## src/rtl/fpgs_pkg.sv

```systemverilog
// ----------------------------------------------------------------------------
// fpgs_pkg : shared types, constants and rule tables
// Fixed-point constants, multiplier request type and the two 7x7 rule bases
// of the fuzzy PD gain scheduler.
// ----------------------------------------------------------------------------
`default_nettype none

package fpgs_pkg;

    // Fuzzy level count and index width
    localparam int NUM_LEVELS = 7;
    localparam int LVL_W      = $clog2(NUM_LEVELS);
    localparam int RULE_W     = 3;

    // Field and register widths
    localparam int ERR_W   = 16;
    localparam int DIFF_W  = ERR_W + 1;
    localparam int SCALE_W = 32;
    localparam int SPAN_W  = 16;
    localparam int GAIN_W  = 17;
    localparam int WGT_W   = 17;                 // Q16 weight, 0..65536
    localparam int EV_W    = ERR_W + SCALE_W;    // magnitude of a scaled value
    localparam int INNER_W = 19;                 // weight times rule, 0..6*65536
    localparam int ACC_W   = 35;                 // Q32 weight product times rule
    localparam int Y_W     = 19;                 // span * acc >> 32
    localparam int Q_W     = 16;                 // fuzzy part of a gain

    // Shared multiplier
    localparam int MUL_W  = 32;
    localparam int PROD_W = 2 * MUL_W;

    // Configuration register indexes
    typedef logic [2:0] t_cfg_idx;
    localparam t_cfg_idx CFG_ERROR_SCALE = 3'd0;
    localparam t_cfg_idx CFG_RATE_SCALE  = 3'd1;
    localparam t_cfg_idx CFG_KP_SPAN     = 3'd2;
    localparam t_cfg_idx CFG_KD_SPAN     = 3'd3;
    localparam t_cfg_idx CFG_KP_BASE     = 3'd4;
    localparam t_cfg_idx CFG_KD_BASE     = 3'd5;

    // Register reset values
    localparam logic [SCALE_W-1:0] ERROR_SCALE_RST = 32'd9830;
    localparam logic [SCALE_W-1:0] RATE_SCALE_RST  = 32'd196608;
    localparam logic [SPAN_W-1:0]  KP_SPAN_RST     = 16'd512;
    localparam logic [SPAN_W-1:0]  KD_SPAN_RST     = 16'd2560;
    localparam logic [SPAN_W-1:0]  KP_BASE_RST     = 16'd0;
    localparam logic [SPAN_W-1:0]  KD_BASE_RST     = 16'd0;

    // Q16 breakpoints: error knee at 3.5, error top at 6.0, rate ends at +/-3.0
    localparam logic [WGT_W-1:0] Q16_ONE  = 17'h10000;
    localparam logic [EV_W-1:0]  ERR_KNEE = 48'd229376;
    localparam logic [EV_W-1:0]  ERR_TOP  = 48'd393216;
    localparam logic [EV_W-1:0]  RATE_TOP = 48'd196608;

    // Reciprocal constants: floor(x/7) for x < 2^19, floor(x/3) for x < 2^18
    localparam logic [MUL_W-1:0] DIV7_MUL   = 32'd599187;
    localparam int               DIV7_SHIFT = 22;
    localparam logic [MUL_W-1:0] DIV3_MUL   = 32'd349526;
    localparam int               DIV3_SHIFT = 20;

    // Operand pair for the shared multiplier
    typedef struct packed {
        logic [MUL_W-1:0] a;
        logic [MUL_W-1:0] b;
    } t_mul_req;

    // One row of a rule base, element d is the rule for change level d
    typedef logic [NUM_LEVELS-1:0][RULE_W-1:0] t_rule_row;

    // Proportional rule base, row chosen by error level
    function automatic t_rule_row kp_row(input logic [LVL_W-1:0] e);
        t_rule_row row;
        case (e)
            LVL_W'(0): row = {3'd0, 3'd0, 3'd0, 3'd0, 3'd0, 3'd0, 3'd0};
            LVL_W'(1): row = {3'd1, 3'd1, 3'd1, 3'd1, 3'd1, 3'd1, 3'd1};
            LVL_W'(2): row = {3'd3, 3'd3, 3'd3, 3'd2, 3'd1, 3'd1, 3'd1};
            LVL_W'(3): row = {3'd4, 3'd4, 3'd3, 3'd3, 3'd3, 3'd2, 3'd2};
            LVL_W'(4): row = {3'd5, 3'd5, 3'd4, 3'd4, 3'd4, 3'd3, 3'd3};
            LVL_W'(5): row = {3'd6, 3'd5, 3'd5, 3'd5, 3'd5, 3'd5, 3'd4};
            LVL_W'(6): row = {3'd6, 3'd6, 3'd6, 3'd6, 3'd6, 3'd6, 3'd6};
            default:   row = '0;
        endcase
        return row;
    endfunction

    // Derivative rule base, row chosen by error level
    function automatic t_rule_row kd_row(input logic [LVL_W-1:0] e);
        t_rule_row row;
        case (e)
            LVL_W'(0): row = {3'd2, 3'd3, 3'd4, 3'd4, 3'd4, 3'd5, 3'd6};
            LVL_W'(1): row = {3'd2, 3'd3, 3'd4, 3'd4, 3'd4, 3'd5, 3'd6};
            LVL_W'(2): row = {3'd2, 3'd2, 3'd3, 3'd3, 3'd4, 3'd5, 3'd6};
            LVL_W'(3): row = {3'd1, 3'd2, 3'd2, 3'd3, 3'd3, 3'd4, 3'd5};
            LVL_W'(4): row = {3'd0, 3'd1, 3'd2, 3'd3, 3'd3, 3'd3, 3'd4};
            LVL_W'(5): row = {3'd0, 3'd1, 3'd2, 3'd2, 3'd3, 3'd3, 3'd3};
            LVL_W'(6): row = {3'd0, 3'd1, 3'd2, 3'd2, 3'd3, 3'd3, 3'd3};
            default:   row = '0;
        endcase
        return row;
    endfunction

endpackage

`default_nettype wire

```

## src/rtl/fpgs_mul.sv

```systemverilog
// ----------------------------------------------------------------------------
// fpgs_mul : shared unsigned multiplier
// 32 x 32 unsigned multiply with a registered 64-bit product, one request
// per cycle, product valid on the following cycle.
// ----------------------------------------------------------------------------
`default_nettype none

module fpgs_mul (
    input  logic                        i_clk,
    input  fpgs_pkg::t_mul_req          i_req,
    output logic [fpgs_pkg::PROD_W-1:0] o_prod
);
    import fpgs_pkg::*;

    logic [PROD_W-1:0] r_prod;

    // Register the product
    always_ff @(posedge i_clk) begin
        r_prod <= PROD_W'(i_req.a) * PROD_W'(i_req.b);
    end

    assign o_prod = r_prod;

endmodule

`default_nettype wire

```

## src/rtl/fuzzy_pd_gain_scheduler.sv

```systemverilog
// ----------------------------------------------------------------------------
// fuzzy_pd_gain_scheduler : fuzzy self-tuning PD gain scheduler
// Items are taken one at a time: the sequencer takes a new item only in idle,
// after eleven passes through the one shared 32x32 multiplier; the output
// register holds a result while the next item is taken.
// Reset (synchronous, active low): sequencer idle, no result pending,
// previous error zero, registers at their default values.
// ----------------------------------------------------------------------------
`default_nettype none

module fuzzy_pd_gain_scheduler (
    input  logic                         i_clk,
    input  logic                         i_rst_n,
    // Input items
    input  logic                         s_axis_tvalid,
    output logic                         s_axis_tready,
    input  logic [15:0]                  s_axis_tdata,   // [15:0] error_sample
    // Result items
    output logic                         m_axis_tvalid,
    input  logic                         m_axis_tready,
    output logic [39:0]                  m_axis_tdata,   // [16:0] prop_gain,
                                                         // [33:17] deriv_gain
    // Register writes
    input  logic                         i_cfg_valid,
    output logic                         o_cfg_ready,
    input  fpgs_pkg::t_cfg_idx           i_cfg_index,
    input  logic [31:0]                  i_cfg_data
);
    import fpgs_pkg::*;

    // Sequencer states
    localparam logic [3:0] S_IDLE  = 4'd0;
    localparam logic [3:0] S_MUL_E = 4'd1;
    localparam logic [3:0] S_MUL_D = 4'd2;
    localparam logic [3:0] S_DIV7  = 4'd3;
    localparam logic [3:0] S_EW    = 4'd4;
    localparam logic [3:0] S_W0    = 4'd5;
    localparam logic [3:0] S_W1    = 4'd6;
    localparam logic [3:0] S_SUM   = 4'd7;
    localparam logic [3:0] S_SPM   = 4'd8;
    localparam logic [3:0] S_Y     = 4'd9;
    localparam logic [3:0] S_D3    = 4'd10;
    localparam logic [3:0] S_FIN   = 4'd11;
    localparam logic [3:0] S_OUT   = 4'd12;

    // Configuration registers
    logic [SCALE_W-1:0] r_error_scale, r_rate_scale;
    logic [SPAN_W-1:0]  r_kp_span, r_kd_span, r_kp_base, r_kd_base;

    // Sequencer and datapath registers
    logic [3:0]         r_state, n_state;
    logic               r_tbl, n_tbl;
    logic [ERR_W-1:0]   r_prev_err, n_prev_err;
    logic [ERR_W-1:0]   r_e_mag, n_e_mag;
    logic [ERR_W-1:0]   r_d_mag, n_d_mag;
    logic               r_d_neg, n_d_neg;
    logic               r_osc, n_osc;
    logic [LVL_W-1:0]   r_ei, n_ei;
    logic [WGT_W-1:0]   r_ew, n_ew;
    logic               r_div7, n_div7;
    logic [INNER_W-1:0] r_v2, n_v2;
    logic [LVL_W-1:0]   r_di, n_di;
    logic [WGT_W-1:0]   r_dw, n_dw;
    logic [ACC_W-1:0]   r_acc, n_acc;
    logic [Y_W-1:0]     r_y, n_y;
    logic [GAIN_W-1:0]  r_kp, n_kp;
    logic [GAIN_W-1:0]  r_kd, n_kd;
    logic               r_out_valid, n_out_valid;
    logic [GAIN_W-1:0]  r_out_prop, n_out_prop;
    logic [GAIN_W-1:0]  r_out_deriv, n_out_deriv;

    // Shared multiplier
    t_mul_req           mul_req;
    logic [PROD_W-1:0]  mul_prod;

    // Item intake
    logic [DIFF_W-1:0]  diff, neg_diff;
    logic [ERR_W-1:0]   neg_err;
    logic               flip, err_pos, prev_pos;

    // Membership results
    logic [LVL_W-1:0]   em_ei;
    logic [WGT_W-1:0]   em_ew;
    logic               em_div7;
    logic [INNER_W-1:0] em_v2;
    logic [INNER_W-1:0] em_seg;
    logic [LVL_W-1:0]   rm_di;
    logic [WGT_W-1:0]   rm_dw;
    logic [INNER_W-1:0] rm_u;

    // Rule weighting
    logic [LVL_W-1:0]   rule_e;
    logic [LVL_W-1:0]   di_hi;
    t_rule_row          rule_row;
    logic [WGT_W-1:0]   dw_lo, ew_lo;
    logic [INNER_W-1:0] inner;
    logic [SPAN_W-1:0]  span_sel, base_sel;
    logic [GAIN_W-1:0]  gain_val;

    fpgs_mul u_mul (
        .i_clk  (i_clk),
        .i_req  (mul_req),
        .o_prod (mul_prod)
    );

    // Register writes, always accepted
    assign o_cfg_ready = 1'b1;

    always_ff @(posedge i_clk) begin
        if (!i_rst_n) begin
            r_error_scale <= ERROR_SCALE_RST;
            r_rate_scale  <= RATE_SCALE_RST;
            r_kp_span     <= KP_SPAN_RST;
            r_kd_span     <= KD_SPAN_RST;
            r_kp_base     <= KP_BASE_RST;
            r_kd_base     <= KD_BASE_RST;
        end else if (i_cfg_valid) begin
            case (i_cfg_index)
                CFG_ERROR_SCALE: r_error_scale <= i_cfg_data;
                CFG_RATE_SCALE:  r_rate_scale  <= i_cfg_data;
                CFG_KP_SPAN:     r_kp_span     <= i_cfg_data[SPAN_W-1:0];
                CFG_KD_SPAN:     r_kd_span     <= i_cfg_data[SPAN_W-1:0];
                CFG_KP_BASE:     r_kp_base     <= i_cfg_data[SPAN_W-1:0];
                CFG_KD_BASE:     r_kd_base     <= i_cfg_data[SPAN_W-1:0];
                default: ;
            endcase
        end
    end

    // Error change, magnitudes, sign flip and oscillation detect
    assign diff     = {s_axis_tdata[ERR_W-1], s_axis_tdata}
                    - {r_prev_err[ERR_W-1], r_prev_err};
    assign neg_diff = '0 - diff;
    assign neg_err  = '0 - s_axis_tdata;
    assign flip     = s_axis_tdata[ERR_W-1] && (r_error_scale != '0);
    assign err_pos  = !s_axis_tdata[ERR_W-1] && (s_axis_tdata != '0);
    assign prev_pos = !r_prev_err[ERR_W-1] && (r_prev_err != '0);

    // Error membership from the scaled error magnitude
    assign em_seg = mul_prod[INNER_W-1:0] - ERR_KNEE[INNER_W-1:0];

    always_comb begin
        em_ei   = '0;
        em_ew   = '0;
        em_div7 = 1'b0;
        em_v2   = {mul_prod[INNER_W-2:0], 1'b0};
        if (mul_prod[EV_W-1:0] == '0) begin
            em_ew = '0;
        end else if (mul_prod[EV_W-1:0] >= ERR_TOP) begin
            em_ei = LVL_W'(NUM_LEVELS - 2);
            em_ew = Q16_ONE;
        end else if (mul_prod[EV_W-1:0] < ERR_KNEE) begin
            // wide first segment: weight is 2v/7, taken by reciprocal
            em_div7 = 1'b1;
        end else begin
            // half-unit segments: weight is twice the offset
            em_ei = LVL_W'(1) + em_seg[17:15];
            em_ew = {1'b0, em_seg[14:0], 1'b0};
        end
    end

    // Change membership from the scaled change magnitude and sign
    assign rm_u = r_d_neg ? (RATE_TOP[INNER_W-1:0] - mul_prod[INNER_W-1:0])
                          : (RATE_TOP[INNER_W-1:0] + mul_prod[INNER_W-1:0]);

    always_comb begin
        rm_di = rm_u[18:16];
        rm_dw = {1'b0, rm_u[15:0]};
        if (r_osc || (!r_d_neg && (mul_prod[EV_W-1:0] >= RATE_TOP))) begin
            rm_di = LVL_W'(NUM_LEVELS - 2);
            rm_dw = Q16_ONE;
        end else if (r_d_neg && (mul_prod[EV_W-1:0] >= RATE_TOP)) begin
            rm_di = '0;
            rm_dw = '0;
        end
    end

    // Rule lookup and change weighting for one error level
    assign rule_e   = (r_state == S_W1) ? (r_ei + LVL_W'(1)) : r_ei;
    assign rule_row = r_tbl ? kd_row(rule_e) : kp_row(rule_e);
    assign di_hi    = r_di + LVL_W'(1);
    assign dw_lo    = Q16_ONE - r_dw;
    assign ew_lo    = Q16_ONE - r_ew;
    assign inner    = INNER_W'(dw_lo) * INNER_W'(rule_row[r_di])
                    + INNER_W'(r_dw) * INNER_W'(rule_row[di_hi]);

    assign span_sel = r_tbl ? r_kd_span : r_kp_span;
    assign base_sel = r_tbl ? r_kd_base : r_kp_base;
    // sum of two 16-bit values always fits the 17-bit gain, so no clamp hits
    assign gain_val = GAIN_W'(base_sel) + GAIN_W'(mul_prod[DIV3_SHIFT +: Q_W]);

    // Multiplier operands per step
    always_comb begin
        mul_req = '0;
        case (r_state)
            S_MUL_E: begin
                mul_req.a = MUL_W'(r_e_mag);
                mul_req.b = r_error_scale;
            end
            S_MUL_D: begin
                mul_req.a = MUL_W'(r_d_mag);
                mul_req.b = r_rate_scale;
            end
            S_DIV7: begin
                mul_req.a = MUL_W'(r_v2);
                mul_req.b = DIV7_MUL;
            end
            S_W0: begin
                mul_req.a = MUL_W'(ew_lo);
                mul_req.b = MUL_W'(inner);
            end
            S_W1: begin
                mul_req.a = MUL_W'(r_ew);
                mul_req.b = MUL_W'(inner);
            end
            S_SPM: begin
                mul_req.a = MUL_W'(span_sel);
                mul_req.b = r_acc[MUL_W-1:0];
            end
            S_D3: begin
                mul_req.a = MUL_W'(r_y[Y_W-1:1]);
                mul_req.b = DIV3_MUL;
            end
            default: mul_req = '0;
        endcase
    end

    // Sequencer
    always_comb begin
        n_state     = r_state;
        n_tbl       = r_tbl;
        n_prev_err  = r_prev_err;
        n_e_mag     = r_e_mag;
        n_d_mag     = r_d_mag;
        n_d_neg     = r_d_neg;
        n_osc       = r_osc;
        n_ei        = r_ei;
        n_ew        = r_ew;
        n_div7      = r_div7;
        n_v2        = r_v2;
        n_di        = r_di;
        n_dw        = r_dw;
        n_acc       = r_acc;
        n_y         = r_y;
        n_kp        = r_kp;
        n_kd        = r_kd;
        n_out_valid = r_out_valid;
        n_out_prop  = r_out_prop;
        n_out_deriv = r_out_deriv;

        // drop the result once taken
        if (r_out_valid && m_axis_tready) begin
            n_out_valid = 1'b0;
        end

        case (r_state)
            S_IDLE: begin
                if (s_axis_tvalid) begin
                    n_prev_err = s_axis_tdata;
                    n_e_mag    = s_axis_tdata[ERR_W-1] ? neg_err : s_axis_tdata;
                    n_d_mag    = diff[DIFF_W-1] ? neg_diff[ERR_W-1:0] : diff[ERR_W-1:0];
                    n_d_neg    = diff[DIFF_W-1] ^ flip;
                    n_osc      = (r_prev_err[ERR_W-1] && err_pos)
                              || (prev_pos && s_axis_tdata[ERR_W-1]);
                    n_tbl      = 1'b0;
                    n_state    = S_MUL_E;
                end
            end
            S_MUL_E: n_state = S_MUL_D;
            S_MUL_D: begin
                n_ei    = em_ei;
                n_ew    = em_ew;
                n_div7  = em_div7;
                n_v2    = em_v2;
                n_state = S_DIV7;
            end
            S_DIV7: begin
                n_di    = rm_di;
                n_dw    = rm_dw;
                n_state = S_EW;
            end
            S_EW: begin
                if (r_div7) begin
                    n_ew = mul_prod[DIV7_SHIFT +: WGT_W];
                end
                n_state = S_W0;
            end
            S_W0: n_state = S_W1;
            S_W1: begin
                n_acc   = mul_prod[ACC_W-1:0];
                n_state = S_SUM;
            end
            S_SUM: begin
                n_acc   = r_acc + mul_prod[ACC_W-1:0];
                n_state = S_SPM;
            end
            S_SPM: n_state = S_Y;
            S_Y: begin
                // span * acc >> 32, with the top bits of acc added back in
                n_y     = Y_W'(span_sel) * Y_W'(r_acc[ACC_W-1:MUL_W])
                        + Y_W'(mul_prod[MUL_W +: SPAN_W]);
                n_state = S_D3;
            end
            S_D3: n_state = S_FIN;
            S_FIN: begin
                if (r_tbl) begin
                    n_kd    = gain_val;
                    n_state = S_OUT;
                end else begin
                    n_kp    = gain_val;
                    n_tbl   = 1'b1;
                    n_state = S_W0;
                end
            end
            S_OUT: begin
                // hold until the output register is free
                if (!r_out_valid || m_axis_tready) begin
                    n_out_valid = 1'b1;
                    n_out_prop  = r_kp;
                    n_out_deriv = r_kd;
                    n_state     = S_IDLE;
                end
            end
            default: n_state = S_IDLE;
        endcase
    end

    // Control registers
    always_ff @(posedge i_clk) begin
        if (!i_rst_n) begin
            r_state     <= S_IDLE;
            r_tbl       <= 1'b0;
            r_prev_err  <= '0;
            r_out_valid <= 1'b0;
        end else begin
            r_state     <= n_state;
            r_tbl       <= n_tbl;
            r_prev_err  <= n_prev_err;
            r_out_valid <= n_out_valid;
        end
    end

    // Datapath registers
    always_ff @(posedge i_clk) begin
        r_e_mag     <= n_e_mag;
        r_d_mag     <= n_d_mag;
        r_d_neg     <= n_d_neg;
        r_osc       <= n_osc;
        r_ei        <= n_ei;
        r_ew        <= n_ew;
        r_div7      <= n_div7;
        r_v2        <= n_v2;
        r_di        <= n_di;
        r_dw        <= n_dw;
        r_acc       <= n_acc;
        r_y         <= n_y;
        r_kp        <= n_kp;
        r_kd        <= n_kd;
        r_out_prop  <= n_out_prop;
        r_out_deriv <= n_out_deriv;
    end

    assign s_axis_tready = (r_state == S_IDLE);
    assign m_axis_tvalid = r_out_valid;
    assign m_axis_tdata  = {6'd0, r_out_deriv, r_out_prop};

    // Sequencer leaves idle once an item is taken
    a_busy_after_accept: assert property (@(posedge i_clk) disable iff (!i_rst_n)
        (s_axis_tvalid && s_axis_tready) |=> !s_axis_tready)
        else $error("input still ready after an item was taken");

    // Memberships stay on the level grid with weights within one
    a_member_range: assert property (@(posedge i_clk) disable iff (!i_rst_n)
        (r_state == S_W0) |-> ((r_ew <= Q16_ONE) && (r_dw <= Q16_ONE)
            && (r_ei <= LVL_W'(NUM_LEVELS - 2)) && (r_di <= LVL_W'(NUM_LEVELS - 2))))
        else $error("membership out of range");

    // A result is only raised from the output step
    a_result_source: assert property (@(posedge i_clk) disable iff (!i_rst_n)
        $rose(m_axis_tvalid) |-> ($past(r_state) == S_OUT))
        else $error("result raised outside the output step");

endmodule

`default_nettype wire

```

## config.mk

```make
export PLATFORM = sky130hd
export DESIGN_NAME = fuzzy_pd_gain_scheduler
export DESIGN_NICKNAME = d
export VERILOG_FILES = /design/src/rtl/fpgs_pkg.sv /design/src/rtl/fpgs_mul.sv /design/src/rtl/fuzzy_pd_gain_scheduler.sv
export SDC_FILE = /design/constraint.sdc
export NUM_CORES = 2
export LEC_CHECK = 0
export BUFFER_PORTS_ARGS = -buffer_cell sky130_fd_sc_hd__buf_4
export CORE_MARGIN = 2
export CORE_UTILIZATION = 48
export CTS_BUF_LIST = sky130_fd_sc_hd__clkbuf_8
export CTS_CLUSTER_DIAMETER = 120
export DETAILED_ROUTE_END_ITERATION = 6
export PLACE_DENSITY = 0.66
export SLEW_MARGIN = 5
export SYNTH_ARGS = -nofsm -noshare
export SYNTH_HDL_FRONTEND = slang
export SYNTH_SLANG_ARGS = --single-unit
```

## constraint.sdc

```tcl
create_clock -name i_clk -period 12.2 [get_ports i_clk]
set_input_delay 0.61 -clock i_clk [delete_from_list [all_inputs] [get_ports i_clk]]
set_output_delay 0.61 -clock i_clk [all_outputs]
set_load 0.005 [all_outputs]
```

After elaboration in Yosys (flattened, before gate mapping)
Cells that the tools add are included.
W data, S select, Z words.

storage, ports and cells
  register bits = 413
  bits in latches = 0
  RAM bits = 0
  memory bits (read-only) = 0
  input port bits = 56
  output and inout bits = 43
  memories = 0

cells by class
  $add $sub $neg = 15
  $mul = 4
  div/mod/pow operators = 0
  order comparisons = 5
  equality and inequality tests = 26
  shifts and indexed selects = 0
  multiplexer cells = 33
  bitwise operators = 2
  reduce and logical (&&, ||, !) cells = 43

operators by type and width
  kind                      number
  $pmux W51 S7              1
  $pmux W21 S6              1
  $pmux W20 S5              1
  $pmux W35 S2              1
  $mux W16                  4
  $pmux W4 S13              1
  $mux W17                  3
  $ge A48 B18 Y1 const B    1
  $ge A48 B19 Y1 const B    1
  $logic_not A48 Y1         1
  $lt A48 B18 Y1 const B    1
  $mul A19 B32 Y48          1
  $mul A17 B3 Y19           2
  $add A35 B35 Y35          1
  $pmux W17 S2              1
  $sub A17 B17 Y17 const A  2
  $reduce_bool A16 Y1       2
  $reduce_bool A32 Y1       1
  $sub A1 B16 Y16 const A   2
  $reduce_and A2 Y1         13
  $mux W21                  1
  $eq A4 B4 Y1 const B      5
  $add A18 B19 Y19 const A  1
  $add A19 B16 Y19          1
  other kinds (33)          79

Longest topological paths before layout
  word-level depth = 12
  mapped depth = 54

Cells and area by module
Synthesis repeated with hierarchy kept, for this count alone.

second synthesis, totals
  cell total of the unflattened synthesis = 6,501
  area, all modules = 59,361.9 um^2

modules (own cells, without submodules)
  module                   instances  cells each  area an instance (um^2)  sequential area each (um^2)
  fpgs_mul                 1          3,786       34,601.9                 1,281.2
  fuzzy_pd_gain_scheduler  1          2,715       24,760.0                 9,429.0

Least setup slack after synthesis
OpenSTA, ideal clock, no wires.

  path kind = reg-to-reg
  start = register r_ei[1]
  end = register u_mul.r_prod[47], in the netlist u_mul.o_prod[47]
  arrival time = 12.312 ns
  required time = 12.085 ns
  path slack = -0.228 ns
  cell stages (with the launch flop) = 51
  clock period less this slack = 12.428 ns
  path through = edfxtp_1 ha_1 inv_1 or3_1 nand2_1 o21ai_0 o21ai_0 o221ai_1 mux2_2 a21oi_1 clkbuf_1 nand2_1 fa_1 inv_1 fa_1 fa_1 ha_1 inv_1 [15 not listed] fa_1 fa_1 inv_1 fa_1 inv_1 fa_1 inv_1 ha_1 a21o_1 a21oi_1 o21a_1 nor3_1 a31oi_1 o311a_1 o31a_1 o21ai_1 or4b_2 and3_1

on the way
  word-level cells in the longest chain between the ends = 12
  elaborated cells between the ends (all ways) = 23
  classes of those cells = add/sub (2); mul (3); eq/ne (6); mux (9); reduce/logical (3)

RTL lines
  item                                        line                                                            text
  from (decl)                                 fuzzy_pd_gain_scheduler.sv:58                                   logic [LVL_W-1:0] r_ei, n_ei;
  from (signal assigned)                      fuzzy_pd_gain_scheduler.sv:349                                  r_ei <= n_ei;
  $add A3 B1 Y3                               fuzzy_pd_gain_scheduler.sv:179                                  assign rule_e = (r_state == S_W1) ? (r_ei + LVL_W'(1)) : r_ei;
  $mux W3 *                                   fuzzy_pd_gain_scheduler.sv:179
  $eq A3 B3 Y1, or another cell as far along  fpgs_pkg.sv:73, fpgs_pkg.sv:89
  $reduce_or A2 Y1 (no line)                  n/a
  $pmux W20 S5                                fpgs_pkg.sv:89                                                  case (e)
  $mux W21 *                                  fuzzy_pd_gain_scheduler.sv:180                                  assign rule_row = r_tbl ? kd_row(rule_e) : kp_row(rule_e);
  $bmux W3 S3 (on tied branches)              fuzzy_pd_gain_scheduler.sv:184, fuzzy_pd_gain_scheduler.sv:185
  $mux W3 (on tied branches)                  fuzzy_pd_gain_scheduler.sv:184, fuzzy_pd_gain_scheduler.sv:185
  $mul A17 B3 Y19 (on tied branches)          fuzzy_pd_gain_scheduler.sv:184, fuzzy_pd_gain_scheduler.sv:185
  $add A19 B19 Y19 *                          fuzzy_pd_gain_scheduler.sv:185                                  + INNER_W'(r_dw) * INNER_W'(rule_row[di_hi]);
  $pmux W51 S7 *                              fuzzy_pd_gain_scheduler.sv:195                                  case (r_state)
  $mul A19 B32 Y48 *                          fpgs_mul.sv:19                                                  r_prod <= PROD_W'(i_req.a) * PROD_W'(i_req.b);
  to (signal assigned)                        fpgs_mul.sv:19
  to (decl)                                   fpgs_mul.sv:15                                                  logic [PROD_W-1:0] r_prod;

Mark *: on every way between the ends. The rest lies on a longest branch, timed or not. The select of a mux whose other input is x is not followed.
A chain may end at the register's enable or synchronous reset.

Worst setup path in the final report
  start = register r_state[3]
  end = register u_mul.r_prod[47], in the netlist u_mul.o_prod[47]

on the way
  word-level cells in the longest chain between the ends = 12
  elaborated cells between the ends (all ways) = 29
  classes of those cells = add/sub (1); mul (3); eq/ne (13); mux (9); reduce/logical (3)

RTL lines
  item                                        line                                                            text
  from (decl)                                 fuzzy_pd_gain_scheduler.sv:51                                   logic [3:0] r_state, n_state;
  from (signal assigned)                      fuzzy_pd_gain_scheduler.sv:336                                  r_state <= n_state;
  $eq A4 B3 Y1                                fuzzy_pd_gain_scheduler.sv:179, fuzzy_pd_gain_scheduler.sv:195
  $mux W3                                     fuzzy_pd_gain_scheduler.sv:179
  $eq A3 B3 Y1, or another cell as far along  fpgs_pkg.sv:73, fpgs_pkg.sv:89
  $reduce_or A2 Y1 (no line)                  n/a
  $pmux W20 S5                                fpgs_pkg.sv:89
  $mux W21                                    fuzzy_pd_gain_scheduler.sv:180
  $bmux W3 S3 (on tied branches)              fuzzy_pd_gain_scheduler.sv:184, fuzzy_pd_gain_scheduler.sv:185
  $mux W3 (on tied branches)                  fuzzy_pd_gain_scheduler.sv:184, fuzzy_pd_gain_scheduler.sv:185
  $mul A17 B3 Y19 (on tied branches)          fuzzy_pd_gain_scheduler.sv:184, fuzzy_pd_gain_scheduler.sv:185
  $add A19 B19 Y19                            fuzzy_pd_gain_scheduler.sv:185
  $pmux W51 S7 *                              fuzzy_pd_gain_scheduler.sv:195
  $mul A19 B32 Y48 *                          fpgs_mul.sv:19

Marks and branches as above.

==> impl_metrics.ini <==
[yosys]
avgSynthCellArea_um2 = 8.956
ys_ff_latch = 412
ys_warn_count = 0
async_reset_ff_share_pct = 0
muxShareOfSynthArea_pct = 1.147
synth_edf_count = 214
synth_top_family_by_area = adder cells
synth_compound_area_share_pct = 11.90
syn_inst = 4872
synth_flop_cell = edfxtp_1
ys_types = 83
ys_seq_area_share_pct = 23.81
synth_simple_gate_area_share_pct = 15.77
synthesis.area_um2 = 43630
synth_adder_area_share_pct = 34.59
synth_xor_area_share_pct = 4.046

[placed_design]
dp_slack_ps = -462.1
place_congestion = 0.9503
placed_area_um2 = 47590
port_buffers = 91
dpl.hpwl_um = 106400

[clock_network]
cts.reportedPaths.clkPinSlew_ps = 70
cts-buffers-inserted = 66
cts_tree = built
insertion_delay_ps = 680
clock-sinks = 412
clockBufferDepth = 3
cts_root_buffer = clkbuf_8
ctsHoldBuffers = 0
htreeDepth = 3

[finish]
multi_input_area_um2 = 30500
num-nets-final = 6128
regArea_um2 = 10400
drive_gt1_share_pct = 14.28
fin_area_um2 = 50090
area_growth_pct = 14.80
n_fill_cell = 8187
finish.utilization_pct = 55.65

[setup_path]
slowest_delay_ps = 550
crit_end = u_mul.o_prod[47]
start_kind = flip-flop
cp_data_arrival_time_ps = 12580
cp_common_cell = fa_1
rrSetupSlack_ps = 200
endpoint_kind = flip-flop
crit_path_max_fanout = 6
crit_path_start = r_state[3]
crit_slowest_cell = fa_1
path_class = flip-flop to flip-flop
critPathRequiredTime_ps = 12770
rr_endpoint = u_mul.o_prod[47]
r2r_cells = 49
worstReg2RegStart = r_state[3]

[drt]
routed_wl_um = 136200
drt-initial-drc-count = 3401
remaining_drc_errors = 0
vias_per_cell = 5.584
first_pass_iters = 7
wire_per_inst_um = 21.09
vias = 36070
antenna_left = 0

[power_and_ir_drop]
intPower_w = 0.003885
p_sw_w = 0.003092
p_clk_share_pct = 17.2
power_density_nw_per_um2 = 139.3
p_seq_share_pct = 27.7
power_frac_comb_pct = 55.1
power_leakage_nw = 22.64
ir_drop_v = 0.00009471
sw_frac_of_total_pct = 44.32

[floorplanning]
start_util_pct = 48.48
fp.dieH_um = 305.5
ios = 99
die_area_um2 = 93330
fp.dieW_um = 305.5
rows = 110
coreArea_um2 = 90010

[worst_hold_path]
min_path_type = input port to flip-flop

[sta]
rsz0062_at_grt = yes
max_slew.worst_pin.slew_ps = 1250
fin_setup_tns_ps = 0
relSlewSlack_pct = 16.33
setup_slack_ps = 196.3
fin_skew_ps = 49.06
hold_viol = 0
setup_viol = 0
slew_violations = 0
fmax_mhz = 83.31
post-route-period-util_pct = 98.39
min_period_ps = 12000

[global_routing]
grt.total_usage_pct = 29.40
met1_usage_pct = 40.21
met2_usage_pct = 47.25
top_usage_layer = met2
use_met3_pct = 4.985
overflow = 0
grt_pass1_wl_um = 210400
grt_pass1_vias = 35947
antenna_found_initial = 3
grt_max_degree = 87

[outcome]
status = finished, final reports clean

[job]
maxCapViolCount = 0
worst max-delay path, delay by kind of cell, from the launching register on:
kind | cells | cell delay (ps)
flops | 1 | 340
buf+inv | 13 | 1520
mux | 2 | 810
compound gates | 10 | 1630
xor+xnor | 1 | 190
fa+ha+maj | 12 | 5520
simple gates | 11 | 1860
cell families after synthesis:
logic type | count (synthesis)
buf+inv | 1003
compound gates | 766
flops | 412
other cells | 2
simple gates | 1600
fa+ha+maj | 845
xor+xnor | 200
mux | 44
state kept, by name (all words and copies together) (netlist names), 4 cells and up:
name,cells
u_mul.o_prod,48
r_acc,35
r_error_scale,32
r_rate_scale,32
r_v2,18
r_y,18
r_dw,17
r_ew,17
r_kd,17
r_kp,17
r_out_deriv,17
r_out_prop,17
r_d_mag,16
r_e_mag,16
r_kd_base,16
r_kd_span,16
r_kp_base,16
r_kp_span,16
r_prev_err,16
r_state,4
Yosys cell counts (all sizes together), types with 29 or more instances:
library cell  count  share of area (%)
a21boi          150                2.6
a31oi            31               0.44
a21o             59                1.0
dfxtp           198                9.1
nor3             50               0.57
edfxtp          214                 15
mux2             38               0.98
inv             796                6.8
a22oi            49               0.84
nand2           935                8.0
nor2            296                2.5
and2             93                1.3
nand3            58               0.67
nor4             29               0.48
xor2             69                1.4
ha              243                7.0
fa              602                 28
xnor2           130                2.6
o21ai           142                1.6
clkbuf          185                1.6
a21oi           137                1.6
power by group through the flow:
stage	registers, W	clock network (W)	logic, W
3_3_place_gp	0.00195	0	0.00342
2_1_floorplan	0.00177	0	0.00226
5_1_grt	0.00193	0.00127	0.00423
6_report	0.00194	0.00120	0.00384
4_1_cts	0.00192	0.00121	0.00355
3_5_place_dp	0.00194	0	0.00346
routing by layer:
| metal | wire (um) | vias to the layer above | share of wire, % |
|---|---|---|---|
| li1 | - | 16289 | - |
| met5 | 8 | - | 0.0059 |
| met2 | 63390 | 1604 | 47 |
| met3 | 11740 | 296 | 8.6 |
| met4 | 5665 | 2 | 4.2 |
| met1 | 55400 | 17879 | 41 |
per-stage QoR:
step	total power [W]	cells	hold slack, ps
after CTS	0.006673	6428	127.5
after floorplan	0.004032	4925	400.3
final	0.006977	6459	169.7
after detailed placement	0.005408	6292	404.5
after global routing	0.007424	6457	126.5
after global placement	0.005369	6292	402.3
placed cells by master (no fill, tap or decap), types with 27 or more instances in the layout:
master,n
nor4_1,27
nor2_1,288
a31oi_1,29
a21boi_0,145
xnor2_1,125
and2_1,87
a21o_1,57
nand2_1,930
buf_4,414
ha_1,225
o21ai_0,124
dfxtp_1,194
a21oi_1,115
a22oi_1,49
fa_1,589
inv_1,798
nor3_1,38
clkbuf_8,71
xor2_1,69
edfxtp_1,214
conb_1,55
nand3_1,54
mux2_2,36
cell type report:
cell class / count / share of cell area, %
antenna: 2 / 0.009991
clock buffer: 71 / 1.951
clock inverter: 51 / 0.6020
inverter: 798 / 5.985
multi-input combinational: 3510 / 60.89
sequential: 412 / 20.75
tap: 1176 / 2.937
timing repair buffer: 439 / 6.871
worst min-delay path by stage:
stage | start | end | slack, ps | depth (start not counted)
after floorplan | r_kd[0] | r_out_deriv[0] | 400 | 0
after global placement | r_kp[6] | r_out_prop[6] | 400 | 0
after detailed placement | r_kd[13] | r_out_deriv[13] | 400 | 0
after CTS | s_axis_tdata[0] | r_e_mag[0] | 130 | 1
after global routing | s_axis_tdata[0] | r_e_mag[0] | 130 | 1
final | s_axis_tdata[0] | r_e_mag[0] | 170 | 1
timing repair:
action / in CTS / in global routing
endpoints found under the setup margin: 12 / 25
cloned: 1 / 0
buffers inserted: 14 / 30
resized for setup: 42 / 167
pin swaps: 35 / 153
(Power assumes the default switching activity.)
